`config.mk`:
```
export PLATFORM = sky130hd
export DESIGN_NAME = particle_sensor_frame_parser_top
export DESIGN_NICKNAME = d
export VERILOG_FILES = /design/src/psfp_pkg.sv /design/src/psfp_cell.sv /design/src/psfp_tally.sv /design/src/particle_sensor_frame_parser_top.sv
export VERILOG_INCLUDE_DIRS = /design/src /design/src/src
export SDC_FILE = /design/constraint.sdc
export NUM_CORES = 1
export LEC_CHECK = 0
export ABC_CLOCK_PERIOD_IN_PS = 18000
export BUFFER_PORTS_ARGS = -buffer_cell sky130_fd_sc_hd__buf_2
export CAP_MARGIN = 20
export CORE_ASPECT_RATIO = 1.5
export CORE_MARGIN = 2
export CORE_UTILIZATION = 25
export CTS_BUF_LIST = sky130_fd_sc_hd__clkbuf_4
export DETAILED_ROUTE_END_ITERATION = 10
export GPL_TIMING_DRIVEN = 0
export HOLD_SLACK_MARGIN = 0.1
export PLACE_DENSITY = 0.47
export SYNTH_ARGS = -nofsm -noshare
export SYNTH_HDL_FRONTEND = slang
export SYNTH_SLANG_ARGS = --single-unit
```
`constraint.sdc`:
```
create_clock -name clk -period 18 [get_ports clk]
set_input_delay 3.6 -clock clk [delete_from_list [all_inputs] [get_ports clk]]
set_output_delay 3.6 -clock clk [all_outputs]
set_load 0.01 [all_outputs]
```
`src/particle_sensor_frame_parser_top_defines.svh`:
```
// Assertion macros shared by the frame parser RTL
`ifndef PARTICLE_SENSOR_FRAME_PARSER_TOP_DEFINES_SVH
`define PARTICLE_SENSOR_FRAME_PARSER_TOP_DEFINES_SVH

`ifndef ASSERT_OFF

// same-cycle implication, sampled on clk, quiet during reset
`define PSFP_ASSERT_IMP(label, ante, cons, msg) \
    label: assert property (@(posedge clk) disable iff (!rst_n) (ante) |-> (cons)) \
        else $error(msg);

// next-cycle implication, sampled on clk, quiet during reset
`define PSFP_ASSERT_NXT(label, ante, cons, msg) \
    label: assert property (@(posedge clk) disable iff (!rst_n) (ante) |=> (cons)) \
        else $error(msg);

`else

`define PSFP_ASSERT_IMP(label, ante, cons, msg)
`define PSFP_ASSERT_NXT(label, ante, cons, msg)

`endif

`endif

```
`src/psfp_pkg.sv`:
```
// Package: types, sizes and register codes of the particle sensor frame parser
`timescale 1ns / 1ps

package psfp_pkg;

    // frame geometry
    localparam int FRAME_LENGTH = 32;
    localparam int POS_W        = $clog2(FRAME_LENGTH);
    localparam int OFF_W        = 5;
    localparam int CMP_W        = ((POS_W > OFF_W) ? POS_W : OFF_W) + 1;

    // configuration port
    localparam int CFG_ADDR_W = 3;
    localparam int CFG_DATA_W = 8;

    localparam logic [CFG_ADDR_W-1:0] REG_FIRST_START  = 3'd0;
    localparam logic [CFG_ADDR_W-1:0] REG_SECOND_START = 3'd1;
    localparam logic [CFG_ADDR_W-1:0] REG_PM1_OFF      = 3'd2;
    localparam logic [CFG_ADDR_W-1:0] REG_PM25_OFF     = 3'd3;
    localparam logic [CFG_ADDR_W-1:0] REG_PM10_OFF     = 3'd4;
    localparam logic [CFG_ADDR_W-1:0] REG_CSUM_OFF     = 3'd5;

    localparam logic [7:0]       RST_FIRST_START  = 8'd66;
    localparam logic [7:0]       RST_SECOND_START = 8'd77;
    localparam logic [OFF_W-1:0] RST_PM1_OFF      = 5'd4;
    localparam logic [OFF_W-1:0] RST_PM25_OFF     = 5'd6;
    localparam logic [OFF_W-1:0] RST_PM10_OFF     = 5'd8;
    localparam logic [OFF_W-1:0] RST_CSUM_OFF     = 5'd30;

    typedef struct packed {
        logic [OFF_W-1:0] pm1;
        logic [OFF_W-1:0] pm25;
        logic [OFF_W-1:0] pm10;
        logic [OFF_W-1:0] csum;
    } psfp_offs_t;

    // controls fanned out to every cell of the row
    typedef struct packed {
        logic cap_shift;
        logic eval_load;
        logic eval_shift;
    } psfp_cell_ctrl_t;

    typedef struct packed {
        logic [15:0] pm1;
        logic [15:0] pm25;
        logic [15:0] pm10;
        logic [15:0] csum;
        logic [15:0] rsum;
    } psfp_acc_t;

    typedef struct packed {
        psfp_acc_t acc;
        logic      ok;
    } psfp_result_t;

    // place a byte into a big-endian pair when the scan reaches its high or low slot
    function automatic logic [15:0] pair_upd(
        input logic [15:0]      acc,
        input logic [OFF_W-1:0] off,
        input logic [POS_W-1:0] pos,
        input logic [7:0]       b
    );
        logic [CMP_W-1:0] p;
        logic [CMP_W-1:0] hi;
        logic [CMP_W-1:0] lo;
        p  = CMP_W'(pos);
        hi = CMP_W'(off);
        lo = CMP_W'(off) + CMP_W'(1);
        if (p == hi) begin
            return {b, acc[7:0]};
        end
        else if (p == lo) begin
            return {acc[15:8], b};
        end
        return acc;
    endfunction

endpackage

```
`src/psfp_cell.sv`:
```
// One cell of the byte row: capture stage plus scan stage
`timescale 1ns / 1ps

module psfp_cell
    import psfp_pkg::*;
(
    input  logic            clk,
    input  psfp_cell_ctrl_t ctrl,
    input  logic [7:0]      cap_in,
    input  logic [7:0]      eval_in,
    output logic [7:0]      cap_q,
    output logic [7:0]      eval_q
);

    logic [7:0] cap_reg;
    logic [7:0] eval_reg;

    // shift received bytes along the capture stage
    always_ff @(posedge clk)
    begin
        if (ctrl.cap_shift)
        begin
            cap_reg <= cap_in;
        end
    end

    // take a snapshot of the row as the closing byte shifts in, then pass it towards
    // the tally one byte a cycle while eval_shift is set
    always_ff @(posedge clk)
    begin
        if (ctrl.eval_load)
        begin
            eval_reg <= cap_in;
        end
        else if (ctrl.eval_shift)
        begin
            eval_reg <= eval_in;
        end
    end

    assign cap_q  = cap_reg;
    assign eval_q = eval_reg;

endmodule

```
`src/psfp_tally.sv`:
```
// Tally at the end of the cell row: picks readings and sums bytes as they stream out
`timescale 1ns / 1ps

module psfp_tally
    import psfp_pkg::*;
(
    input  logic         clk,
    input  logic         rst_n,
    input  logic         start,
    input  logic         step,
    input  psfp_offs_t   offs,
    input  logic [7:0]   byte_in,
    output logic         busy,
    output logic         last,
    output psfp_result_t res
);

    logic             busy_reg;
    logic             busy_next;
    logic [POS_W-1:0] cnt_reg;
    logic [POS_W-1:0] cnt_next;
    psfp_offs_t       offs_reg;
    psfp_acc_t        acc_reg;
    psfp_acc_t        acc_next;

    assign last = busy_reg && (cnt_reg == POS_W'(FRAME_LENGTH - 1));
    assign busy = busy_reg;

    // fold the byte at position cnt into the running results
    always_comb
    begin
        acc_next      = acc_reg;
        acc_next.pm1  = pair_upd(acc_reg.pm1,  offs_reg.pm1,  cnt_reg, byte_in);
        acc_next.pm25 = pair_upd(acc_reg.pm25, offs_reg.pm25, cnt_reg, byte_in);
        acc_next.pm10 = pair_upd(acc_reg.pm10, offs_reg.pm10, cnt_reg, byte_in);
        acc_next.rsum = pair_upd(acc_reg.rsum, offs_reg.csum, cnt_reg, byte_in);
        if (CMP_W'(cnt_reg) < CMP_W'(offs_reg.csum))
        begin
            acc_next.csum = acc_reg.csum + {8'd0, byte_in};
        end
    end

    assign res.acc = acc_next;
    assign res.ok  = (acc_next.csum == acc_next.rsum);

    // scan control
    always_comb
    begin
        busy_next = busy_reg;
        cnt_next  = cnt_reg;
        if (start)
        begin
            busy_next = 1'b1;
            cnt_next  = '0;
        end
        else if (step)
        begin
            busy_next = !last;
            cnt_next  = cnt_reg + POS_W'(1);
        end
    end

    always_ff @(posedge clk or negedge rst_n)
    begin
        if (!rst_n)
        begin
            busy_reg <= 1'b0;
            cnt_reg  <= '0;
        end
        else
        begin
            busy_reg <= busy_next;
            cnt_reg  <= cnt_next;
        end
    end

    // hold offsets for the whole scan; clear sums at its start
    always_ff @(posedge clk)
    begin
        if (start)
        begin
            offs_reg <= offs;
            acc_reg  <= '0;
        end
        else if (step)
        begin
            acc_reg <= acc_next;
        end
    end

endmodule

```
`src/particle_sensor_frame_parser_top.sv`:
```
// Top level: particle sensor serial frame parser
//
//   port group        dir   handshake           content
//   s_*  (rx bytes)   in    s_tvalid/s_tready   s_tdata[7:0] = rx_byte
//   m_*  (readings)   out   m_tvalid/m_tready   m_tdata = pm1, pm25, pm10, sums; m_tuser = ok
//   cfg_* (registers) in    cfg_we              cfg_addr index, cfg_wdata value
//
// One received byte is taken every cycle unless the input stalls as described below.
// Frame bytes shift into a row of FRAME_LENGTH cells; the closing byte snapshots the row,
// which then streams into the tally one byte a cycle; the result word is registered on its last byte.
// Reset restores register defaults and hunting state; no memory clearing is needed.
// The scan holds on its last byte while the output word is stalled; input stalls only
// when a closing byte arrives while the previous frame's scan is still held.
`timescale 1ns / 1ps

`include "particle_sensor_frame_parser_top_defines.svh"

module particle_sensor_frame_parser_top
    import psfp_pkg::*;
(
    input  logic                  clk,
    input  logic                  rst_n,
    input  logic                  s_tvalid,
    output logic                  s_tready,
    input  logic [7:0]            s_tdata,   // [7:0] rx_byte
    output logic                  m_tvalid,
    input  logic                  m_tready,
    output logic [79:0]           m_tdata,   // pm1_value, pm25_value, pm10_value,
                                             // computed_sum, received_sum (16 bits each)
    output logic                  m_tuser,   // [0] checksum_ok
    input  logic                  cfg_we,
    input  logic [CFG_ADDR_W-1:0] cfg_addr,
    input  logic [CFG_DATA_W-1:0] cfg_wdata
);

    typedef enum logic [2:0] {
        ST_HUNT  = 3'b001,
        ST_CHECK = 3'b010,
        ST_FILL  = 3'b100
    } psfp_state_t;

    psfp_state_t      state_reg;
    psfp_state_t      state_next;
    logic [POS_W-1:0] pos_reg;
    logic [POS_W-1:0] pos_next;

    logic [7:0]  first_start_reg;
    logic [7:0]  second_start_reg;
    psfp_offs_t  offs_reg;

    logic            accept;
    logic            closing;
    logic            cap_shift;
    logic            eval_load;
    logic            busy;
    logic            last;
    logic            step;
    logic            out_free;
    psfp_cell_ctrl_t cell_ctrl;
    psfp_result_t    res;

    logic         m_tvalid_reg;
    logic         m_tvalid_next;
    psfp_result_t out_reg;

    logic [7:0] cap_chain  [0:FRAME_LENGTH];
    logic [7:0] eval_chain [0:FRAME_LENGTH];

    // configuration registers
    always_ff @(posedge clk or negedge rst_n)
    begin
        if (!rst_n)
        begin
            first_start_reg  <= RST_FIRST_START;
            second_start_reg <= RST_SECOND_START;
            offs_reg.pm1     <= RST_PM1_OFF;
            offs_reg.pm25    <= RST_PM25_OFF;
            offs_reg.pm10    <= RST_PM10_OFF;
            offs_reg.csum    <= RST_CSUM_OFF;
        end
        else if (cfg_we)
        begin
            unique case (cfg_addr)
                REG_FIRST_START:  first_start_reg  <= cfg_wdata;
                REG_SECOND_START: second_start_reg <= cfg_wdata;
                REG_PM1_OFF:      offs_reg.pm1     <= cfg_wdata[OFF_W-1:0];
                REG_PM25_OFF:     offs_reg.pm25    <= cfg_wdata[OFF_W-1:0];
                REG_PM10_OFF:     offs_reg.pm10    <= cfg_wdata[OFF_W-1:0];
                REG_CSUM_OFF:     offs_reg.csum    <= cfg_wdata[OFF_W-1:0];
                default:          ;
            endcase
        end
    end

    // scan and output handshake
    assign out_free = !m_tvalid_reg || m_tready;
    assign step     = busy && (!last || out_free);
    assign closing  = (state_reg == ST_FILL) && (pos_reg == POS_W'(FRAME_LENGTH - 1));
    assign s_tready = !(closing && busy) || (step && last);
    assign accept   = s_tvalid && s_tready;

    // hunt for the start pair, then count the frame bytes
    always_comb
    begin
        state_next = state_reg;
        pos_next   = pos_reg;
        cap_shift  = 1'b0;
        eval_load  = 1'b0;
        if (accept)
        begin
            unique case (state_reg)
                ST_HUNT:
                begin
                    if (s_tdata == first_start_reg)
                    begin
                        cap_shift  = 1'b1;
                        state_next = ST_CHECK;
                    end
                end
                ST_CHECK:
                begin
                    if (s_tdata == second_start_reg)
                    begin
                        cap_shift  = 1'b1;
                        pos_next   = POS_W'(2);
                        state_next = ST_FILL;
                    end
                    else
                    begin
                        state_next = ST_HUNT;
                    end
                end
                ST_FILL:
                begin
                    cap_shift = 1'b1;
                    if (closing)
                    begin
                        eval_load  = 1'b1;
                        state_next = ST_HUNT;
                    end
                    else
                    begin
                        pos_next = pos_reg + POS_W'(1);
                    end
                end
                default:
                begin
                    state_next = ST_HUNT;
                end
            endcase
        end
    end

    always_ff @(posedge clk or negedge rst_n)
    begin
        if (!rst_n)
        begin
            state_reg <= ST_HUNT;
            pos_reg   <= '0;
        end
        else
        begin
            state_reg <= state_next;
            pos_reg   <= pos_next;
        end
    end

    // row of byte cells: capture shifts in from s_tdata, scan drains towards the tally
    assign cell_ctrl.cap_shift  = cap_shift;
    assign cell_ctrl.eval_load  = eval_load;
    assign cell_ctrl.eval_shift = step;
    assign cap_chain[0]         = s_tdata;
    assign eval_chain[0]        = 8'd0;

    for (genvar i = 0; i < FRAME_LENGTH; i++)
    begin : g_cell
        psfp_cell u_cell (
            .clk     (clk),
            .ctrl    (cell_ctrl),
            .cap_in  (cap_chain[i]),
            .eval_in (eval_chain[i]),
            .cap_q   (cap_chain[i+1]),
            .eval_q  (eval_chain[i+1])
        );
    end

    psfp_tally u_tally (
        .clk     (clk),
        .rst_n   (rst_n),
        .start   (eval_load),
        .step    (step),
        .offs    (offs_reg),
        .byte_in (eval_chain[FRAME_LENGTH]),
        .busy    (busy),
        .last    (last),
        .res     (res)
    );

    // output word register
    always_comb
    begin
        m_tvalid_next = m_tvalid_reg;
        if (step && last)
        begin
            m_tvalid_next = 1'b1;
        end
        else if (m_tready)
        begin
            m_tvalid_next = 1'b0;
        end
    end

    always_ff @(posedge clk or negedge rst_n)
    begin
        if (!rst_n)
        begin
            m_tvalid_reg <= 1'b0;
        end
        else
        begin
            m_tvalid_reg <= m_tvalid_next;
        end
    end

    always_ff @(posedge clk)
    begin
        if (step && last)
        begin
            out_reg <= res;
        end
    end

    assign m_tvalid = m_tvalid_reg;
    assign m_tdata  = {out_reg.acc.rsum, out_reg.acc.csum, out_reg.acc.pm10,
                       out_reg.acc.pm25, out_reg.acc.pm1};
    assign m_tuser  = out_reg.ok;

    // checks
    `PSFP_ASSERT_IMP(a_load_idle, eval_load, !busy || (step && last), "snapshot over a running scan")
    `PSFP_ASSERT_IMP(a_ok_flag, m_tvalid, m_tuser == (m_tdata[63:48] == m_tdata[79:64]), "checksum flag mismatch")
    `PSFP_ASSERT_NXT(a_hold_last, busy && last && m_tvalid && !m_tready, busy && last, "scan lost while output stalled")
    `PSFP_ASSERT_NXT(a_close_scan, accept && closing, busy, "closing word did not start a scan")

endmodule

```
; Word level (Yosys, flattened, before mapping)
; Index checks and enable logic that the tools add are counted.
[word_totals]
ff_bits = 736
input_bits = 24
out_inout_bits = 83
word_cells = 251
[op_classes]
add_sub_neg = 7
magnitude_cmp = 1
eq_ne = 25
n_mux = 105
reduce_logical = 24
[ops]
columns = op, n
row1 = 8-bit two-way mux, 64
row2 = 16-bit two-way mux, 13
row3 = "5-bit by 1-bit adder with 6-bit output, second input constant", 4
row4 = 5-bit by 6-bit == test with 1-bit output, 4
row5 = 5-bit == test, 4
row6 = 5-bit two-way mux, 4
row7 = 1-bit two-way mux, 18
row8 = 16-bit by 8-bit adder with 16-bit output, 1
row9 = 16-bit == test, 1
row10 = 8-bit == test, 2
row11 = 2-bit AND reduction, 6
row12 = "5-bit by 1-bit adder with 5-bit output, second input constant", 2
row13 = "5-bit == test, second input constant", 2
row14 = 5-bit one-hot mux with 2 select lines, 1
row15 = "3-bit by 2-bit == test with 1-bit output, second input constant", 3
row16 = "3-bit == test, second input constant", 3
row17 = 3-bit two-way mux, 3
row18 = 3-bit one-hot mux with 3 select lines, 1
row19 = "2-bit != test, second input constant", 4
row20 = "3-bit by 1-bit == test with 1-bit output, second input constant", 2
row21 = 1-bit logical AND, 6
row22 = 2-bit nonzero test, 3
row23 = 5-bit < comparator, 1
row24 = 4-bit AND reduction, 1
row25 = 5 further kinds, 9

; Longest topological paths before layout
; Gate-level depths: netlist of run 1.
[depth]
ltp_word = 10
ltp_mapped = 13
ltp_nobuf = 11

; Cells and area by module
; A second synthesis of run 1 with hierarchy kept.
[hier_totals]
cells_unflattened = 1713
area_unflattened_um2 = 30648.1
[by_module_without_submodules]
columns = mod, n_inst, cells_each, area_per_inst_um2, seq_area_each_um2
row1 = psfp_cell, 32, 26, 618.1, 480.5
row2 = psfp_tally, 1, 639, 6289.8, 2352.3
row3 = particle_sensor_frame_parser_top, 1, 242, 4579.4, 3577.2

; Least setup slack after synthesis of run 1
; OpenSTA, ideal clock, no wires.
[synth_path]
path_type = input to register
startpoint = input s_tdata[7]
endpoint = register g_cell[0].u_cell.cap_reg[0], enable pin
setup_ns = 0.940
arrival_ns = 16.164
required_time_ns = 17.060
path_slack_ns = 0.895
cell_stages = 6
path_buffers = 0
path_cell_list = xor2_1 > nor4_1 > nand2_1 > o21ai_0 > nand2_1 > a21oi_1
[synth_via]
elab_chain_len = 4
word_cells_on_any_way = 6
cone_classes = eq/ne: 2 / mux: 4
[synth_lines]
columns = element, line
row1 = from (decl), particle_sensor_frame_parser_top.sv:25  ; input logic [7:0] s_tdata,
row2 = 8-bit == test (on tied branches), "particle_sensor_frame_parser_top.sv:122, particle_sensor_frame_parser_top.sv:114"
row3 = 1-bit two-way mux (on tied branches), "particle_sensor_frame_parser_top.sv:122, particle_sensor_frame_parser_top.sv:114"
row4 = 1-bit one-hot mux with 3 select lines *, particle_sensor_frame_parser_top.sv:111  ; unique case (state_reg)
row5 = 1-bit two-way mux *, particle_sensor_frame_parser_top.sv:109  ; if (accept)
row6 = via cap_shift, particle_sensor_frame_parser_top.sv:53  ; logic cap_shift;
row7 = to (signal assigned), psfp_cell.sv:23  ; cap_reg <= cap_in;
row8 = to (decl), psfp_cell.sv:15  ; logic [7:0] cap_reg;
; The timed path passes the listed nets; every way through them passes the cells marked *.
; A chain may end at the register's enable or synchronous reset.

; Final worst setup path of run 1
[layout_path]
startpoint = input m_tready
endpoint = output s_tready
[layout_via]
elab_chain_len = 5
[layout_lines]
columns = element, line
row1 = from (decl), particle_sensor_frame_parser_top.sv:27  ; input logic m_tready,
row2 = 1-bit logical OR, particle_sensor_frame_parser_top.sv:96  ; assign out_free = !m_tvalid_reg || m_tready;
row3 = 1-bit logical OR, particle_sensor_frame_parser_top.sv:97  ; assign step = busy && (!last || out_free);
row4 = 1-bit logical AND, particle_sensor_frame_parser_top.sv:97
row5 = 1-bit logical AND, particle_sensor_frame_parser_top.sv:99  ; assign s_tready = !(closing && busy) || (step && last);
row6 = 1-bit logical OR, particle_sensor_frame_parser_top.sv:99
row7 = to (decl), particle_sensor_frame_parser_top.sv:24  ; output logic s_tready,
; No other way between the ends.

==> results summary, run 1 <==
The number of enable-type register cells in the synthesized netlist came out at 605. After filler insertion, the fill cell instance count of the layout stands at 11.8k. The number of slew-limit violations in the final report came out at 0. Setup repair after global routing left no endpoint under its margin. The wire length per cell came out at 14.6 um. The synthesis-to-layout area growth is 18.8%. The DRC violation total after the first TritonRoute iteration came out at around 900. The actual transition at the worst max-transition pin is roughly 1000 ps. The clock passes through at most 3 buffers. The site row count is ~150. The die boundary height is 420 um. The beginning of the critical path is m_tready. The pin count of the biggest net entering global routing is 66.

The most used flip-flop cell after synthesis is edfxtp_1. The power per cell area came out at 99.0 mW/mm^2. The synthesized area is 0.0289 mm^2. The register bit count reported by yosys came out at 736.

Buffers placed on the I/O ports in this run total 106. The post-DP HPWL is about 41000 um. The post-route total power came out at 3.39 mW. The final count of hold timing violations is 0. The warning count from the yosys run is 0.

The ratio of cells with drive above 1 in the final layout came out at 22.1%. The post-synth net total is 2289. Summing all multi-input logic gate instances after layout gives 0.00729 mm^2. The via count of the first global-routing pass came out at between 15k and 20k. The area inside the core boundary came out at 0.114 mm^2. The clock latency of the later-clocked register in the worst-skew pair came out at 1040 ps.

Once layout is complete, the utilization of the core stands at 29.9%. The root buffer cell chosen for the clock tree is clkbuf_4. The number of remaining DRC errors came out at 0.

The sequential share of power is between 50% and 60%. The total placed instance area came out at 0.0318 mm^2. The first global-routing pass estimated 98000 um of wire. The register with the most flip-flops in the layout has 256 of them. The internal power component came out at 2.67 mW. The count of hold-fix buffers inserted at cts is 0. The total wire length after detailed routing came out at ~62000 um. The net switching power came out at around 720 uW. The final-stage net count came out at 2606. The pre-antenna-repair detailed-routing pass consisted of 5 iterations. In this run, distinct cell masters in the synthesized netlist total 69. The initial utilization of the core area, before any placement, comes to between 20 and 30%. The detailed router placed 17.3k vias in this run.

The sequential element share of the synthesized area is 73.0%. The static power due to leakage came out at 12.3 nW. Leaving out fill and tap cells, the most frequent cells in the layout are nand2_1, edfxtp_1, clkbuf_4, nor2_1, buf_2. The worst relative slew slack is a little under a third. The worst setup path is captured at an output pin. The peak per-stage delay on the critical path is between 200 and 300 ps. The clock net sink count came out at 736. Once the clock tree was built, the setup fixing pass inserted 0 buffers. After clock tree synthesis, the repair step resized 0 gates. The remaining antenna violation count is 0. The number of endpoints failing setup at the final stage is 0. The share of total power dissipated in combinational logic is 1.5%.

The area enclosed by the die boundary is 0.118 mm^2. The worst setup path is launched from an input pin. The worst setup path is of the in -> out kind. The smallest hold slack came out at 407 ps. The share of flip-flops with an asynchronous set or reset is 6.93%. Across every metal layer, demand over resource in global routing totals 10.7%. The CTS tree is built.

The library cell used most frequently in the layout, excluding fill and tap cells, is nand2_1. The worst ir drop on vdd is roughly 0.049 mV. The via density per instance is 4.09. The average cell area after synthesis came out at 12.9 um^2.

The run finished with clean final reports. The clock skew is 79.1 ps. The reported max-cap violation count is 0. The required time at the endpoint of the critical path is 14400 ps.

The switching power share of the total came out at 21.3%. The gate count after technology mapping came out at 2243. For this design, the slowest cell found on the critical path is buf_2. The routability-driven placement congestion ratio is 0.784. The clock period could shrink to 8530 ps. The clock power share came out at 43.6%. The residual overflow from global routing came out at 0. In this run the critical register-to-register path is launched from u_tally.cnt_reg[2]. The total CTS buffers came out at 191. With fillers left out, the area of the finished cells amounts to 0.0343 mm^2.

Derived from the worst setup path, the maximum achievable clock frequency is around 120 MHz. The horizontal extent of the die is 281 um. The arrival time reported for the critical path endpoint came out at 4930 ps. The worst min-delay path startpoint is g_cell[28].u_cell.cap_q[4]. Traced cell by cell, the critical path runs through buf_2 > nor2b_1 > nand2_1 > and2_1 > nand2_1 > nand4_1 > buf_2. During I/O placement, the number of pins put on the boundary was around 110. The number of antenna violations at the first check in global routing was 9. The sequential cells in the finished layout cover a total of 0.0211 mm^2.

The maximum fanout along the worst path came out at 4. The type of the tightest min-delay check is reg -> reg. After clock tree synthesis, the clock-pin slew on the worst setup and hold paths is approximately 60 ps.

The maximum level of the CTS H-tree came out at 4. The portion of the clock cycle consumed by the worst path in the final layout is 47.4%.
## Yosys cell counts (10+ instances only)
| cell | number | area, um^2 |
|---|---|---|
| dfxtp_1 | 80 | 1600 |
| nand2_1 | 783 | 2940 |
| ha_1 | 21 | 263 |
| inv_1 | 30 | 113 |
| o21ai_0 | 11 | 55.1 |
| buf_2 | 19 | 95.1 |
| a211oi_1 | 20 | 150 |
| mux2i_1 | 15 | 150 |
| and2_1 | 10 | 62.6 |
| nand3_1 | 22 | 110 |
| xnor2_1 | 37 | 324 |
| edfxtp_1 | 605 | 18200 |
| clkbuf_1 | 70 | 263 |
| nor2_1 | 155 | 582 |
| dfrtp_1 | 36 | 901 |
| xor2_1 | 44 | 385 |
| a21oi_1 | 13 | 65.1 |
| nor3_1 | 61 | 305 |
| mux2_2 | 88 | 991 |
| dfstp_2 | 15 | 394 |
## final cells by class
cell class                 instances  share of cell area [%]
tap                             1540                    5.62
timing repair buffer             124                    2.77
buffer                            98                    1.18
clock buffer                     305                    6.68
inverter                          32                   0.358
antenna                            4                  0.0292
multi-input combinational       1377                    21.3
sequential                       736                    61.4
clock inverter                    27                   0.657
## power by group through the flow
stage | Sequential (mW) | Clock, mW | Combinational [mW]
floorplan | 1.90 | 0 | 0.0347
global placement | 1.90 | 0 | 0.0501
detailed placement | 1.90 | 0 | 0.0528
CTS | 1.86 | 1.54 | 0.0529
global route | 1.87 | 1.62 | 0.0576
finish | 1.86 | 1.48 | 0.0515
## logic make-up (layout without fill, tap and decap cells)
| family | Yosys count | count (layout) | synth area share (%) |
|---|---|---|---|
| compound gates | 84 | 84 | 2.11 |
| flops | 736 | 736 | 73.0 |
| xor+xnor | 85 | 85 | 2.77 |
| buf+inv | 130 | 586 | 1.81 |
| simple gates | 1082 | 1082 | 15.3 |
| other cells | 0 | 4 | 0 |
| mux | 104 | 104 | 4.00 |
| fa+ha+maj | 22 | 22 | 0.980 |
## final timing paths
check / endpoint / slack [ps] / depth (start not counted)
worst max-delay path: s_tready / 9470 / 7
worst min-delay path: g_cell[29].u_cell.cap_q[4] / 410 / 0
worst max register to register: g_cell[6].u_cell.eval_q[5] / 13240 / 13
worst min register to register: g_cell[29].u_cell.cap_q[4] / 410 / 0
max in group asynchronous: offs_reg[12] / 14730 / 2
min in group asynchronous: second_start_reg[5] / 2630 / 1
## layer usage
layer  up-vias  part of all wire [%]  track usage (%)  routed length (um)
li1       8507                     -                -                   -
met1      8384                    41             12.0               25700
met2       340                    52             19.0               32000
met3       111                   4.5             2.85                2770
met4         0                   2.6             4.68                1610
met5         -                     0                0                   0
## critical path: cells and delay by family
kind                   cells  cell delay [ps]
buffers and inverters      2              370
AND/OR/NAND/NOR            5              940
## per-stage QoR
stage / setup TNS (ps) / instances / setup slack [ps]
6_report: 0 / 4243 / 9470
5_1_grt: 0 / 4241 / 9330
4_1_cts: 0 / 4239 / 9450
3_5_place_dp: 0 / 3907 / 9450
2_1_floorplan: 0 / 2243 / 895
3_3_place_gp: -1585060 / 3889 / -6430
(Power assumes the default switching activity.)
==> run 2: changes to the inputs <==
- ABC_CLOCK_PERIOD_IN_PS: 18000 -> 8400
- clock period: 18 -> 8.4 ns (I/O delays scaled with it)
==> results summary, run 2 (same netlist as run 1, synthesis figures left out) <==
The routability-driven placement congestion ratio was 0.786 (+0.37%). The number of endpoints failing setup at the final stage came to 0 (unchanged). The arrival time reported for the critical path endpoint came out at 3340 ps (-1590 ps). Setup repair after global routing left no endpoint under its margin.

The number of remaining DRC errors is 0 (unchanged). The worst ir drop on vdd is 0.0984 mV (+100%). The reported max-cap violation count came out at 0 (unchanged).

The via count of the first global-routing pass is 17.8k (-0.20%). For hold timing, the worst endpoint is g_cell[7].u_cell.cap_q[5]. The total I/O pin count came out at 107 (unchanged). The deepest clock path buffer count is 3 (unchanged). The tree is rooted in a clkbuf_4. The power per cell area came out at 213 mW/mm^2 (+120%).

In this run the critical register-to-register path is captured at g_cell[12].u_cell.eval_q[0]. The most frequent standard cell in the layout excluding fill and tap cells is nand2_1. The die boundary height came to 420 um (unchanged). The horizontal extent of the die came out at 281 um (unchanged). The area enclosed by the die boundary is 0.118 mm^2 (unchanged). The number of buffers added on ports came out at 106 (unchanged). The critical path launch point type is a flop. The number of setup buffers added after CTS came to 0 (unchanged). The total CTS buffers was 189 (-1.0%).

The residual overflow from global routing came out at 0 (unchanged). Leaving out fill and tap cells, the most frequent cells in the layout are nand2_1, edfxtp_1, clkbuf_4, nor2_1, buf_2. The logic depth of the worst register-to-register path came to 12 (-1).

The static power due to leakage is 12.3 nW (-0.30%). The maximum level of the CTS H-tree came out at 4 (unchanged). The total wire length after detailed routing is 61900 um (-0.18%). The final-stage net count was 2600 (-0.23%).

The post-route minimum period is 5020 ps. The total vias in the final route came out at 17.4k (+0.069%). The total placed instance area is 0.0317 mm^2 (-0.32%). The startpoint of the worst register-to-register path is u_tally.cnt_reg[2]. The remaining antenna violation count is 0 (unchanged).

The clock skew is 81.6 ps (+2.48 ps). The portion of the clock cycle consumed by the worst path in the final layout came out at 59.8%. The worst relative slew slack is 28.7% (-1.5 points). The effective utilization at floorplan was 25.2% (unchanged).

The global-route usage over all layers came out at 10.7% (+0.014 points). The clock net sink count is 736 (unchanged). For this run, the top clock speed supported by timing is 199 MHz. The required time at the endpoint of the critical path is 6720 ps (-7680 ps).

The startpoint identified for the worst hold timing path is g_cell[6].u_cell.cap_q[5]. The via density per instance was 4.08 (about the same). The internal reg-to-reg setup slack is 3440 ps (-9800 ps).

The count of instances resized after the clock tree is built came out at 0 (unchanged). The count of hold-fix buffers inserted at cts is 0 (unchanged). The category of the most critical setup path is reg -> out. The maximum fanout along the worst path came out at 10 (+6). The clock edge transition at the registers on the reported setup and hold paths is 70 ps (about the same). The actual transition at the worst max-transition pin was 1060 ps (+20.2 ps). The worst hold path belongs to the class reg -> reg.

The DRC violation total after the first TritonRoute iteration is 841 (-7.3%). The wire length per cell came out at 14.6 um (-0.32%). The post-DP HPWL is 40500 um (-1.4%). The area of all placed cells without fillers is 0.0342 mm^2 (-0.19%).

The ratio of cells with drive above 1 in the final layout came to 21.5% (-0.60 points). The pin count of the biggest net entering global routing came out at 106 (+61%). The final count of hold timing violations came out at 0 (unchanged).

The flow ran to the end, and the final reports show no timing, DRC or antenna violations. The instance count along the most critical hold path is 0 (unchanged). The area inside the core boundary is 0.114 mm^2 (unchanged). The clock latency of the later-clocked register in the worst-skew pair is 1050 ps (about the same).

The site row count is 152 (unchanged). The number of optimization iterations in the first detailed-route pass is 5 (unchanged). The synthesis-to-layout area growth is 18.6%.

The global-route wire length before repair came to 98700 um (+0.76%). The CTS tree is built. The final design utilization is 29.9% (-0.057 points). The number of antenna violations at the first check in global routing is 8 (-1).

The number of flip-flops in the largest register came out at 256 (unchanged). The number of slew-limit violations in the final report came to 0 (unchanged). The worst setup path is captured at an output pin.
==> run 2: cell types whose count changed in the layout (fill, tap and decap cells not counted), moves of 2 or more <==
cell / before / now
clkbuf_4: 305 / 291
bufinv_16: 2 / 4
clkinv_2: 1 / 3
clkinv_1: 12 / 32
buf_16: 8 / 4
clkinvlp_4: 2 / 0
==> run 2: report_power, final <==
part           internal, mW  switching (mW)
clock network          1.71            1.49
logic                0.0567          0.0530
registers              3.96          0.0269
==> run 2: critical path: stages (launching register included) <==
cell	delay, ps
dfrtp_1	520
clkbuf_1	460
and3_1	250
ha_1	180
nand2_1	60
and2_1	180
nand2_1	210
nand4_1	220
buf_2	250
==> run 2: final cells by class <==
type	instances	area, um^2
diodes	5	12.5
plain buffers	98	404
clock buffers	291	2180
clock inverters	50	364
fillers	11800	80300
inverters	32	123
multi-input cells	1377	7300
flip-flops and latches	736	21100
well taps	1540	1930
repair buffers	120	841
==> run 2: worst max path at each step <==
stage                     cells after the start  slack (ps)               start                     endpoint
after CTS                                     8        3170  u_tally.cnt_reg[2]                     s_tready
final                                         8        3380  u_tally.cnt_reg[2]                     s_tready
after detailed placement                     11        2630            m_tready  g_cell[12].u_cell.eval_q[2]
after floorplan                               6        1380          s_tdata[7]    g_cell[0].u_cell.cap_q[0]
after global placement                       10       -1430            m_tready  g_cell[13].u_cell.eval_q[1]
after global routing                         12        2960  u_tally.cnt_reg[2]  g_cell[11].u_cell.eval_q[3]
==> run 2: metal layers <==
| metal | GRT usage [%] | routed length, um |
|---|---|---|
| met5 | 0 | 11 |
| met4 | 4.25 | 1470 |
| met3 | 2.90 | 2770 |
| met2 | 19.2 | 32200 |
| met1 | 12.0 | 25400 |
==> run 2: metrics by stage <==
| step | setup TNS [ps] | instances | worst slack, ps | power [mW] | hold slack (ps) |
|---|---|---|---|---|---|
| after floorplan | 0 | 2243 | 1380 | 4.14 | 419 |
| after global placement | -693160 | 3889 | -1430 | 4.18 | 428 |
| after detailed placement | 0 | 3903 | 2630 | 4.18 | 429 |
| after CTS | 0 | 4244 | 3170 | 7.44 | 399 |
| after global routing | 0 | 4245 | 2960 | 7.63 | 431 |
| final | 0 | 4249 | 3380 | 7.30 | 425 |
